### src/rtl/core/mexp_pkg.sv
// Shared constants and types for the modular exponentiation block.
`default_nettype none

package mexp_pkg;

	// default operand width and its legal range
	localparam int OPERAND_WIDTH = 31;
	localparam int OPERAND_WIDTH_MIN = 8;
	localparam int OPERAND_WIDTH_MAX = 63;

	// modulus after reset
	localparam int MODULUS_RESET = 2;

	// register index of the modulus
	localparam int REG_MODULUS = 0;

	// sequencer states
	typedef enum logic [2:0] {
		MEXP_IDLE,
		MEXP_REDUCE,
		MEXP_SQUARE,
		MEXP_MULT,
		MEXP_FINISH
	} mexp_state_t;

endpackage

`default_nettype wire

### src/rtl/core/mexp_if.sv
// Valid/ready stream interfaces for operand words and residue words.
`default_nettype none

// operand word: base and exponent
interface mexp_in_if #(
	parameter int W = mexp_pkg::OPERAND_WIDTH
);
	logic         valid;
	logic         ready;
	logic [W-1:0] base_value;
	logic [W-1:0] exponent_value;

	modport source (output valid, output base_value, output exponent_value, input ready);
	modport sink (input valid, input base_value, input exponent_value, output ready);
endinterface

// residue word
interface mexp_out_if #(
	parameter int W = mexp_pkg::OPERAND_WIDTH
);
	logic         valid;
	logic         ready;
	logic [W-1:0] residue;

	modport source (output valid, output residue, input ready);
	modport sink (input valid, input residue, output ready);
endinterface

`default_nettype wire

### src/rtl/core/modular_exponentiation.sv
// Top level: square-and-multiply modular exponentiation with an APB modulus register.
//
// Takes a word of base and exponent and returns base^exponent mod modulus, scanning
// the exponent from its top bit down. Every modular product, and the initial reduction
// of the base, runs on one shared bit-serial multiply-reduce unit (W = OPERAND_WIDTH).
// When the modulus is below two the residue is 0 and no product is computed. The input
// is ready only while the sequencer is idle; a finished residue sits in an output
// register, so the next word may be taken while it waits. The modulus resets to 2 and is
// written at byte address 0 (8-byte stride when W > 32); it must be written only while
// no word is in flight, and the block itself does not enforce this.
`default_nettype none

module modular_exponentiation #(
	parameter int W = mexp_pkg::OPERAND_WIDTH,
	localparam int PDATA_W = (W > 32) ? 64 : 32,
	localparam int IDX_BIT = (W > 32) ? 3 : 2,
	localparam int ADDR_W  = IDX_BIT + 1
) (
	input  wire logic               clk,
	input  wire logic               arst_n,
	mexp_in_if.sink                 operands,
	mexp_out_if.source              results,
	input  wire logic               psel,
	input  wire logic               penable,
	input  wire logic               pwrite,
	input  wire logic [ADDR_W-1:0]  paddr,
	input  wire logic [PDATA_W-1:0] pwdata,
	output logic [PDATA_W-1:0]      prdata,
	output logic                    pready
);

	localparam int CNT_W = $clog2(W + 1);

	mexp_pkg::mexp_state_t state_q, state_d;

	logic [W-1:0]     modulus_q;
	logic [W-1:0]     base_q;
	logic [W-1:0]     exp_q;
	logic [W-1:0]     r_q;
	logic [W-1:0]     res_q;
	logic [CNT_W-1:0] bitcnt_q;
	logic             out_valid_q;

	logic         accept;
	logic         base_load;
	logic         r_load;
	logic [W-1:0] r_d;
	logic         bit_adv;
	logic         out_load;
	logic         last_bit;
	logic         reg_sel;

	logic         mm_start;
	logic [W-1:0] mm_x;
	logic [W-1:0] mm_y;
	logic         mm_busy;
	logic         mm_done;
	logic [W-1:0] mm_product;

	// configuration port
	assign pready  = 1'b1;
	assign reg_sel = (paddr[IDX_BIT] == 1'(mexp_pkg::REG_MODULUS));
	assign prdata  = reg_sel ? PDATA_W'(modulus_q) : '0;

	always_ff @(posedge clk or negedge arst_n) begin
		if (!arst_n) begin
			modulus_q <= W'(mexp_pkg::MODULUS_RESET);
		end else if (psel && penable && pwrite && reg_sel) begin
			modulus_q <= pwdata[W-1:0];
		end
	end

	// shared multiply-reduce unit
	mexp_modmul #(
		.W(W)
	) u_modmul (
		.clk     (clk),
		.arst_n  (arst_n),
		.start   (mm_start),
		.x       (mm_x),
		.y       (mm_y),
		.m       (modulus_q),
		.busy    (mm_busy),
		.done    (mm_done),
		.product (mm_product)
	);

	assign operands.ready = (state_q == mexp_pkg::MEXP_IDLE);
	assign accept         = operands.valid && operands.ready;
	assign last_bit       = (bitcnt_q == CNT_W'(1));

	// state register
	always_ff @(posedge clk or negedge arst_n) begin
		if (!arst_n) begin
			state_q <= mexp_pkg::MEXP_IDLE;
		end else begin
			state_q <= state_d;
		end
	end

	// sequencer: next state and unit commands
	always_comb begin
		state_d   = state_q;
		mm_start  = 1'b0;
		mm_x      = '0;
		mm_y      = '0;
		base_load = 1'b0;
		r_load    = 1'b0;
		r_d       = r_q;
		bit_adv   = 1'b0;
		out_load  = 1'b0;
		case (state_q)
			mexp_pkg::MEXP_IDLE: begin
				if (accept) begin
					if (modulus_q < W'(2)) begin
						r_load  = 1'b1;
						r_d     = '0;
						state_d = mexp_pkg::MEXP_FINISH;
					end else begin
						// base mod m computed as 1 * base mod m
						mm_start = 1'b1;
						mm_x     = W'(1);
						mm_y     = operands.base_value;
						state_d  = mexp_pkg::MEXP_REDUCE;
					end
				end
			end
			mexp_pkg::MEXP_REDUCE: begin
				if (mm_done) begin
					base_load = 1'b1;
					r_load    = 1'b1;
					r_d       = W'(1);
					mm_start  = 1'b1;
					mm_x      = W'(1);
					mm_y      = W'(1);
					state_d   = mexp_pkg::MEXP_SQUARE;
				end
			end
			mexp_pkg::MEXP_SQUARE: begin
				if (mm_done) begin
					r_load = 1'b1;
					r_d    = mm_product;
					if (exp_q[W-1]) begin
						mm_start = 1'b1;
						mm_x     = mm_product;
						mm_y     = base_q;
						state_d  = mexp_pkg::MEXP_MULT;
					end else begin
						bit_adv = 1'b1;
						if (last_bit) begin
							state_d = mexp_pkg::MEXP_FINISH;
						end else begin
							mm_start = 1'b1;
							mm_x     = mm_product;
							mm_y     = mm_product;
						end
					end
				end
			end
			mexp_pkg::MEXP_MULT: begin
				if (mm_done) begin
					r_load  = 1'b1;
					r_d     = mm_product;
					bit_adv = 1'b1;
					if (last_bit) begin
						state_d = mexp_pkg::MEXP_FINISH;
					end else begin
						mm_start = 1'b1;
						mm_x     = mm_product;
						mm_y     = mm_product;
						state_d  = mexp_pkg::MEXP_SQUARE;
					end
				end
			end
			mexp_pkg::MEXP_FINISH: begin
				if (!out_valid_q || results.ready) begin
					out_load = 1'b1;
					state_d  = mexp_pkg::MEXP_IDLE;
				end
			end
			default: begin
				state_d = mexp_pkg::MEXP_IDLE;
			end
		endcase
	end

	// exponent bit counter
	always_ff @(posedge clk or negedge arst_n) begin
		if (!arst_n) begin
			bitcnt_q <= '0;
		end else if (accept) begin
			bitcnt_q <= CNT_W'(W);
		end else if (bit_adv) begin
			bitcnt_q <= bitcnt_q - CNT_W'(1);
		end
	end

	// working values
	always_ff @(posedge clk) begin
		if (accept) begin
			exp_q <= operands.exponent_value;
		end else if (bit_adv) begin
			exp_q <= {exp_q[W-2:0], 1'b0};
		end
		if (base_load) begin
			base_q <= mm_product;
		end
		if (r_load) begin
			r_q <= r_d;
		end
		if (out_load) begin
			res_q <= r_q;
		end
	end

	// output register
	always_ff @(posedge clk or negedge arst_n) begin
		if (!arst_n) begin
			out_valid_q <= 1'b0;
		end else if (out_load) begin
			out_valid_q <= 1'b1;
		end else if (results.ready) begin
			out_valid_q <= 1'b0;
		end
	end

	assign results.valid   = out_valid_q;
	assign results.residue = res_q;

	// the unit is never restarted while still stepping
	a_start_idle_unit: assert property (@(posedge clk) disable iff (!arst_n)
		mm_start |-> !mm_busy)
		else $error("multiply-reduce started while busy");

	// running value stays reduced during the exponent scan
	a_r_reduced: assert property (@(posedge clk) disable iff (!arst_n)
		(state_q == mexp_pkg::MEXP_SQUARE || state_q == mexp_pkg::MEXP_MULT)
		|-> (r_q < modulus_q))
		else $error("running value not below modulus");

	// a product only completes while the sequencer waits for one
	a_done_expected: assert property (@(posedge clk) disable iff (!arst_n)
		mm_done |-> (state_q == mexp_pkg::MEXP_REDUCE || state_q == mexp_pkg::MEXP_SQUARE
			|| state_q == mexp_pkg::MEXP_MULT))
		else $error("unexpected product from multiply-reduce");

	// a word with a usable modulus goes to base reduction first
	a_accept_reduce: assert property (@(posedge clk) disable iff (!arst_n)
		(accept && modulus_q >= W'(2)) |=> (state_q == mexp_pkg::MEXP_REDUCE))
		else $error("accepted word did not start base reduction");

	// a residue appears only out of the finish state
	a_valid_from_finish: assert property (@(posedge clk) disable iff (!arst_n)
		$rose(out_valid_q) |-> ($past(state_q) == mexp_pkg::MEXP_FINISH))
		else $error("residue raised outside finish");

endmodule

`default_nettype wire

### src/rtl/core/mexp_modmul.sv
// Bit-serial modular multiplier: x*y mod m, one multiplier bit per cycle.
`default_nettype none

module mexp_modmul #(
	parameter int W = mexp_pkg::OPERAND_WIDTH
) (
	input  wire logic         clk,
	input  wire logic         arst_n,
	input  wire logic         start,
	input  wire logic [W-1:0] x,
	input  wire logic [W-1:0] y,
	input  wire logic [W-1:0] m,
	output logic              busy,
	output logic              done,
	output logic [W-1:0]      product
);

	localparam int CNT_W = $clog2(W + 1);

	logic [W-1:0]     acc_q;
	logic [W-1:0]     x_q;
	logic [W-1:0]     y_q;
	logic [CNT_W-1:0] cnt_q;
	logic             busy_q;
	logic             done_q;

	logic [W:0]   m_ext;
	logic [W:0]   dbl;
	logic [W:0]   dbl_red;
	logic [W:0]   addend;
	logic [W:0]   sum;
	logic [W:0]   sum_red;

	// one step: acc = 2*acc mod m, then + x mod m when the multiplier bit is set
	always_comb begin
		m_ext   = {1'b0, m};
		dbl     = {acc_q, 1'b0};
		dbl_red = (dbl >= m_ext) ? (dbl - m_ext) : dbl;
		addend  = y_q[W-1] ? {1'b0, x_q} : '0;
		sum     = {1'b0, dbl_red[W-1:0]} + addend;
		sum_red = (sum >= m_ext) ? (sum - m_ext) : sum;
	end

	// step counter and handshake
	always_ff @(posedge clk or negedge arst_n) begin
		if (!arst_n) begin
			busy_q <= 1'b0;
			done_q <= 1'b0;
			cnt_q  <= '0;
		end else begin
			done_q <= 1'b0;
			if (start) begin
				busy_q <= 1'b1;
				cnt_q  <= CNT_W'(W);
			end else if (busy_q) begin
				cnt_q <= cnt_q - CNT_W'(1);
				if (cnt_q == CNT_W'(1)) begin
					busy_q <= 1'b0;
					done_q <= 1'b1;
				end
			end
		end
	end

	// accumulator and operand shift register
	always_ff @(posedge clk) begin
		if (start) begin
			acc_q <= '0;
			x_q   <= x;
			y_q   <= y;
		end else if (busy_q) begin
			acc_q <= sum_red[W-1:0];
			y_q   <= {y_q[W-2:0], 1'b0};
		end
	end

	assign busy    = busy_q;
	assign done    = done_q;
	assign product = acc_q;

endmodule

`default_nettype wire

### src/flat_wrapper.sv
// flat-port wrapper written by rule: the top's interface ports become plain ports
module modular_exponentiation_flat 
#(
	parameter int W = mexp_pkg::OPERAND_WIDTH,
	localparam int PDATA_W = (W > 32) ? 64 : 32,
	localparam int IDX_BIT = (W > 32) ? 3 : 2,
	localparam int ADDR_W  = IDX_BIT + 1
)
  (clk, arst_n, psel, penable, pwrite, paddr, pwdata, prdata, pready, operands_valid, operands_base_value, operands_exponent_value, operands_ready, results_valid, results_residue, results_ready);
  mexp_in_if #(.W(W)) operands_i ();
  mexp_out_if #(.W(W)) results_i ();
  input  wire logic clk;
  input  wire logic arst_n;
  input  wire logic psel;
  input  wire logic penable;
  input  wire logic pwrite;
  input  wire logic [ADDR_W-1:0] paddr;
  input  wire logic [PDATA_W-1:0] pwdata;
  output logic [PDATA_W-1:0] prdata;
  output logic pready;
  input wire logic [$bits(operands_i.valid)-1:0] operands_valid;
  input wire logic [$bits(operands_i.base_value)-1:0] operands_base_value;
  input wire logic [$bits(operands_i.exponent_value)-1:0] operands_exponent_value;
  output wire logic [$bits(operands_i.ready)-1:0] operands_ready;
  output wire logic [$bits(results_i.valid)-1:0] results_valid;
  output wire logic [$bits(results_i.residue)-1:0] results_residue;
  input wire logic [$bits(results_i.ready)-1:0] results_ready;
  assign operands_i.valid = operands_valid;
  assign operands_i.base_value = operands_base_value;
  assign operands_i.exponent_value = operands_exponent_value;
  assign operands_ready = operands_i.ready;
  assign results_valid = results_i.valid;
  assign results_residue = results_i.residue;
  assign results_i.ready = results_ready;
  modular_exponentiation #(.W(W)) u_core (.clk(clk), .arst_n(arst_n), .operands(operands_i), .results(results_i), .psel(psel), .penable(penable), .pwrite(pwrite), .paddr(paddr), .pwdata(pwdata), .prdata(prdata), .pready(pready));
endmodule
### config.mk
export PLATFORM = sky130hd
export DESIGN_NAME = modular_exponentiation_flat
export DESIGN_NICKNAME = d
export VERILOG_FILES = /design/src/rtl/core/mexp_pkg.sv /design/src/rtl/core/mexp_if.sv /design/src/rtl/core/modular_exponentiation.sv /design/src/rtl/core/mexp_modmul.sv /design/src/flat_wrapper.sv
export SDC_FILE = /design/constraint.sdc
export NUM_CORES = 1
export LEC_CHECK = 0
export ABC_AREA = 1
export BUFFER_PORTS_ARGS = -buffer_cell sky130_fd_sc_hd__buf_4
export CAP_MARGIN = 25
export CORE_UTILIZATION = 55
export DETAILED_ROUTE_END_ITERATION = 16
export PLACE_DENSITY = 0.82
export SETUP_SLACK_MARGIN = 0.3
export SYNTH_ARGS = -nofsm -noshare
export SYNTH_HDL_FRONTEND = slang
export SYNTH_HIERARCHICAL = 1
export SYNTH_SLANG_ARGS = --single-unit
### constraint.sdc
create_clock -name clk -period 5.7 [get_ports clk]
set_input_delay 0.57 -clock clk [delete_from_list [all_inputs] [get_ports clk]]
set_output_delay 0.57 -clock clk [all_outputs]
set_load 0.01 [all_outputs]
==> results of run 1 <==
[metal layers]
metal	wire length (µm)	share of wire, %	vias up
met5	0	0	-
met4	4990	7.0	0
met3	6770	9.5	272
met2	32100	45	1202
met1	27500	39	9478
li1	-	-	9538
[synth_stat cells, drive strengths merged]
master / n
nor3b: 1
clkbuf: 37
o31ai: 1
o21a: 1
dfstp: 1
nand3b: 16
fa: 3
ha: 97
nor2: 273
nand4: 17
dfxtp: 31
xnor2: 22
clkinv: 3
nor4: 4
o21bai: 14
a21o: 5
a22oi: 1
and2: 2
edfxtp: 186
dfrtp: 46
and3: 1
a21oi: 120
a31oi: 8
inv: 415
xor2: 31
a211oi: 2
or2: 1
nand2: 893
nor3: 20
buf: 38
conb: 2
o21ai: 127
nand3: 222
o211ai: 17
a21boi: 3
[logic make-up after synthesis]
| logic type | count (synthesis) | synth area share [%] |
|---|---|---|
| and+or+nand+nor | 1450 | 31.9 |
| AOI/OAI and AO/OA | 299 | 8.92 |
| other | 2 | 0.0401 |
| DFF | 264 | 39.4 |
| adders and majority gates | 100 | 6.79 |
| xor gates and xnor gates | 53 | 2.48 |
| buffers and inverters | 493 | 10.5 |
[sequential cells by signal, summed over array words and instances, names as in the netlist, 31 cells and up]
signal                   cells
u_core/base_q               31
u_core/exp_q                31
u_core/u_modmul/y_q         31
u_core/results.residue      31
u_core/u_modmul/product     31
u_core/r_q                  31
u_core/modulus_q            31
u_core/u_modmul/x_q         31
[metrics by stage]
step	std cells	worst slack (ps)	utilization (%)
final	3648	361	78.8
after global routing	3648	119	78.8
after CTS	3602	271	71.9
after detailed placement	3544	-113	68.1
after global placement	3543	-97.4	68.0
after floorplan	2661	592	-
[final cells by class]
type	count	area share [%]
Inverter	418	5.99
Multi-Input combinational cell	1906	43.2
Clock inverter	22	0.828
Sequential cell	264	27.9
Clock buffer	31	2.77
Timing Repair Buffer	559	17.2
Tap cell	448	2.12
[worst reg2reg max path, delay by kind of cell (launching register included)]
family | cells | cell delay [ps]
and+or+nand+nor | 21 | 1950
AOI/OAI and AO/OA | 7 | 950
buffers and inverters | 8 | 930
adders and majority gates | 3 | 930
DFF | 1 | 540
[worst max path at each step]
stage                     depth (start not counted)                          end                  from  slack [ps]
after floorplan                                  36   u_core/u_modmul/product[7]   u_core/modulus_q[1]         590
after global placement                           29   u_core/u_modmul/product[3]  u_core/modulus_q[29]        -100
after detailed placement                         29   u_core/u_modmul/product[9]  u_core/modulus_q[29]        -110
after CTS                                        36   u_core/u_modmul/product[4]  u_core/modulus_q[19]         270
after global routing                             38  u_core/u_modmul/product[27]  u_core/modulus_q[23]         120
final                                            39  u_core/u_modmul/product[23]   u_core/modulus_q[1]         360
[timing repair]
action	CTS	global route
pin swaps	17	114
cloned	1	7
resized for setup	62	408
buffers inserted	4	37
endpoints found under the setup margin	31	31
hold buffers	0	0
==> reports/metrics.csv, run 1 <==
stage;metric;value;unit
status;outcome;finished, final reports clean;
global_routing;grtUsageMet2;58.6;%
critical_path;rr_worst_depth;39;
yosys;ys_warn_count;6;
sta;rsz0062_at_grt;true;
floorplan;fp.dieArea;34800;µm²
critical_path;worst_ep_required_time;6230;ps
hold_path;hold_class;input port to async pin;
sta;fin_worst_skew;19.3;ps
yosys;synth.distinct_cells;53;
floorplan;ios;170;
floorplan;die_width;187;µm
drt;avgViaCountPerCell;5.62;
yosys;synth.ff_latch_count;264;
finish;area_delta_synth_final;41.0;%
sta;final-hold-violation-count;0;
yosys;synth_area_leader_cell;edfxtp_1;
critical_path;reg2reg_to;u_core/u_modmul/product[23];
yosys;netlist_area;18700;µm²
sta;period_share;93.7;%
global_routing;grt_pass1_vias;18821;
critical_path;crit_type;flop to flop;
finish;layout_commonest_cell;nand2_1;
drt;wl;71400;µm
critical_path;r2r-start;u_core/modulus_q[1];
sta;setup_viol;0;
critical_path;cpMostUsedCell;nand2_2;
yosys;syn_inst;2661;
cts;numCtsBuffers;29;
sta;fmax;187;MHz
global_routing;grt.overflow.total;0;
finish;multiInputGateArea;11400;µm²
sta;timing.hold.ws;3.21;ps
finish;fillerInstances;2297;
cts;clock_latency;590;ps
cts;clkSinkCount;264;
critical_path;worstPathMaxFanout;7;
finish;nets;3382;
placed_design;place_congestion;0.972;
drt;post-route-drc-count;0;
placed_design;place_hpwl;51100;µm
floorplan;dieHeight;187;µm
critical_path;cpPeakStageDelay;540;ps
critical_path;slowest_stage;dfstp_2;
sta;drv_slew;0;
critical_path;crit_family;simple AND/OR/NAND/NOR gates;
critical_path;start_kind;flop;
yosys;synth_top_area_share;29.8;%
finish;final_cell_mix;774 x nand2_1, 528 x buf_4, 371 x inv_1;
sta;slew_headroom;36.0;%
floorplan;rows;67;
global_routing;busiest_layer;met2;
cts;clockRootBuffer;clkbuf_16;
finish;postLayoutCellArea;26400;µm²
critical_path;worst-r2r-setup-slack;360;ps
global_routing;antenna_found_initial;0;
yosys;ys_seq_area_share;39.4;%
global_routing;grt_pass1_wl;101000;µm
drt;antenna_left;0;
cts;cts_buffer_depth;3;
run;max_cap_viol_count;0;
drt;drt-initial-drc-count;2536;
yosys;synth.area.top_cells;edfxtp_1 30%, nand2_1 18%, inv_1 8.0%;
global_routing;met3_usage;6.39;%
finish;regArea;7380;µm²
global_routing;grt_max_degree;70;
drt;avgRoutedWirePerCell;19.6;µm
global_routing;grtUsageTotal;37.4;%
drt;vias;20490;
placed_design;dpl_cell_area;22800;µm²
critical_path;arrival;5870;ps
placed_design;portBuffers;164;
sta;min_period;5340;ps
sta;tightest_slew;954;ps
drt;dr.pass1.iters;9;
cts;htreeDepth;1;
finish;diodes;0;
cts;cts_tree;done;
floorplan;start_util;55.9;%
critical_path;crit_path_end_kind;flop;
finish;layout-drive-gt1-share;31.4;%
yosys;synth_area_per_cell;7.05;µm²
cts;clk_pin_slew;60;ps
critical_path;path_buf_inv;8;
yosys;syn_nets;2865;
global_routing;grtUsageMet1;48.8;%
sta;setup_tns;0;ps
floorplan;core-area;33500;µm²
Power of run 1 is left out: the tool's default activity adds up to more than one toggle a clock period on the data nets, which glitch-free logic cannot reach.
==> run 2, diff against run 1 <==
--- a/config.mk
+++ b/config.mk
@@ -10,7 +10,7 @@
 export CAP_MARGIN = 25
 export CORE_UTILIZATION = 55
 export DETAILED_ROUTE_END_ITERATION = 16
-export PLACE_DENSITY = 0.82
+export PLACE_DENSITY = 0.85
 export SETUP_SLACK_MARGIN = 0.3
 export SYNTH_ARGS = -nofsm -noshare
 export SYNTH_HDL_FRONTEND = slang
==> constraint.sdc (replaced) <==
create_clock -name clk -period 4.5 [get_ports clk]
set_input_delay 0.45 -clock clk [delete_from_list [all_inputs] [get_ports clk]]
set_output_delay 0.45 -clock clk [all_outputs]
set_load 0.01 [all_outputs]
==> run 2 against run 1 <==
Against the previous run:
- the run now ends with negative setup slack left
- final cell count is 2.6% higher
- largest cell class unchanged
- via count up 2.9%
- clock-buffer cell count did not move
- hold slack better by 87 ps
- sequential share of layout area shrank 0.59 points
- global-route usage rose by 3.1 points
- clock skew is 2.2 ps lower
- worst setup slack worse by 1300 ps
- critical endpoint is now u_core/u_modmul/product[10]
- maximum frequency is 2.2% lower
- core utilization rose by 1.7 points
- die area unchanged
==> reports/metrics.csv, run 2 (synthesis results as in run 1) <==
stage;metric;value;unit
drt;drt-initial-drc-count;2929;
drt;vias;21077;
sta;timing.hold.ws;90.2;ps
global_routing;grt_max_degree;66;
status;outcome;finished, violations left;
drt;avgRoutedWirePerCell;19.8;µm
sta;final-hold-violation-count;0;
finish;layout_commonest_cell;nand2_1;
floorplan;fp.dieArea;34800;µm²
global_routing;grt_pass1_vias;20144;
sta;min_period;5460;ps
sta;fin_ws;-960;ps
drt;avgViaCountPerCell;5.63;
finish;diodes;0;
placed_design;place_hpwl;53700;µm
critical_path;arrival;5910;ps
sta;drv_slew;0;
sta;period_share;121;%
sta;setup_tns;-27870;ps
floorplan;die_width;187;µm
hold_path;hold_class;input port to flop;
sta;fin_worst_skew;17.1;ps
cts;clockRootBuffer;clkbuf_16;
floorplan;start_util;55.9;%
finish;layout-drive-gt1-share;33.0;%
global_routing;grt_pass1_wl;109000;µm
drt;post-route-drc-count;0;
global_routing;grtUsageTotal;40.5;%
critical_path;slowest_stage;ha_2;
cts;clock_latency;570;ps
critical_path;crit_type;flop to flop;
critical_path;r2r-start;u_core/modulus_q[13];
cts;clkSinkCount;264;
placed_design;dpl_worst_slack;-1080;ps
floorplan;core-area;33500;µm²
sta;fmax;183;MHz
placed_design;portBuffers;164;
floorplan;rows;67;
floorplan;ios;170;
critical_path;crit_path_end_kind;flop;
status;violations;negative setup slack;
drt;antenna_left;0;
sta;tightest_slew;1000;ps
cts;cts_buffer_depth;3;
critical_path;startpoint;u_core/modulus_q[13];
sta;rsz0062_at_grt;true;
finish;final_cell_mix;782 x nand2_1, 632 x buf_4, 371 x inv_1;
critical_path;cpPeakStageDelay;440;ps
critical_path;cpMostUsedCell;nand2_1;
hold_path;hp-start;results_ready;
drt;wl;74000;µm
global_routing;grt.overflow.total;0;
critical_path;start_kind;flop;
sta;slew_headroom;33.1;%
cts;clk_pin_slew;60;ps
critical_path;worst_ep_required_time;4950;ps
cts;cts_tree;done;
placed_design;dpl_cell_area;23600;µm²
finish;area_delta_synth_final;44.0;%
sta;setup_viol;31;
floorplan;dieHeight;187;µm
placed_design;place_congestion;0.982;
global_routing;antenna_found_initial;0;
cts;numCtsBuffers;28;
run;max_cap_viol_count;0;
finish;nets;3477;
finish;postLayoutCellArea;27000;µm²
critical_path;worstPathMaxFanout;17;
drt;dr.pass1.iters;8;
cts;htreeDepth;1;
run 2: final timing paths:
path	slack (ps)	endpoint	cells past startpoint
worst max register to register	-960	u_core/u_modmul/product[10]	34
worst min-delay path	90	u_core/results.valid	2
min in group asynchronous	450	u_core/modulus_q[28]	2
max in group asynchronous	3590	u_core/modulus_q[0]	2
worst max-delay path	-960	u_core/u_modmul/product[10]	34
worst min register to register	420	u_core/results.residue[23]	0
run 2: layer usage:
metal | part of all wire [%] | up-vias | GRT usage [%]
met5 | 0 | - | 0
met4 | 6.7 | 0 | 24.3
met3 | 10 | 263 | 5.68
met2 | 45 | 1388 | 63.8
met1 | 38 | 9706 | 53.1
li1 | - | 9720 | -
run 2: area by class of cell:
cell class | count | area (µm²)
clock buffers | 31 | 712
clock inverters | 21 | 199
fillers | 2210 | 6530
inverters | 418 | 1580
multi-input cells | 1906 | 11400
flip-flops and latches | 264 | 7380
well taps | 448 | 561
repair buffers | 655 | 5190
run 2: per-stage QoR:
stage,instances,util [%]
3_5_place_dp,3617,70.3
2_1_floorplan,2661,-
6_report,3743,80.5
5_1_grt,3743,80.5
3_3_place_gp,3617,70.3
4_1_cts,3722,77.6
run 2: critical path: cells and delay by family (launching register included):
kind	cells	cell delay [ps]
DFF	1	370
and+or+nand+nor	17	1910
buffers and inverters	7	960
AOI/OAI and AO/OA	7	1120
adders and majority gates	3	970
run 2: timing repair:
action	CTS	global route
hold buffers	1	0
endpoints found under the setup margin	31	31
resized for setup	224	179
pin swaps	57	90
endpoints found under the hold margin	46	0
setup buffers	46	17
gates cloned	6	4
Power of run 2 is left out for the same reason.
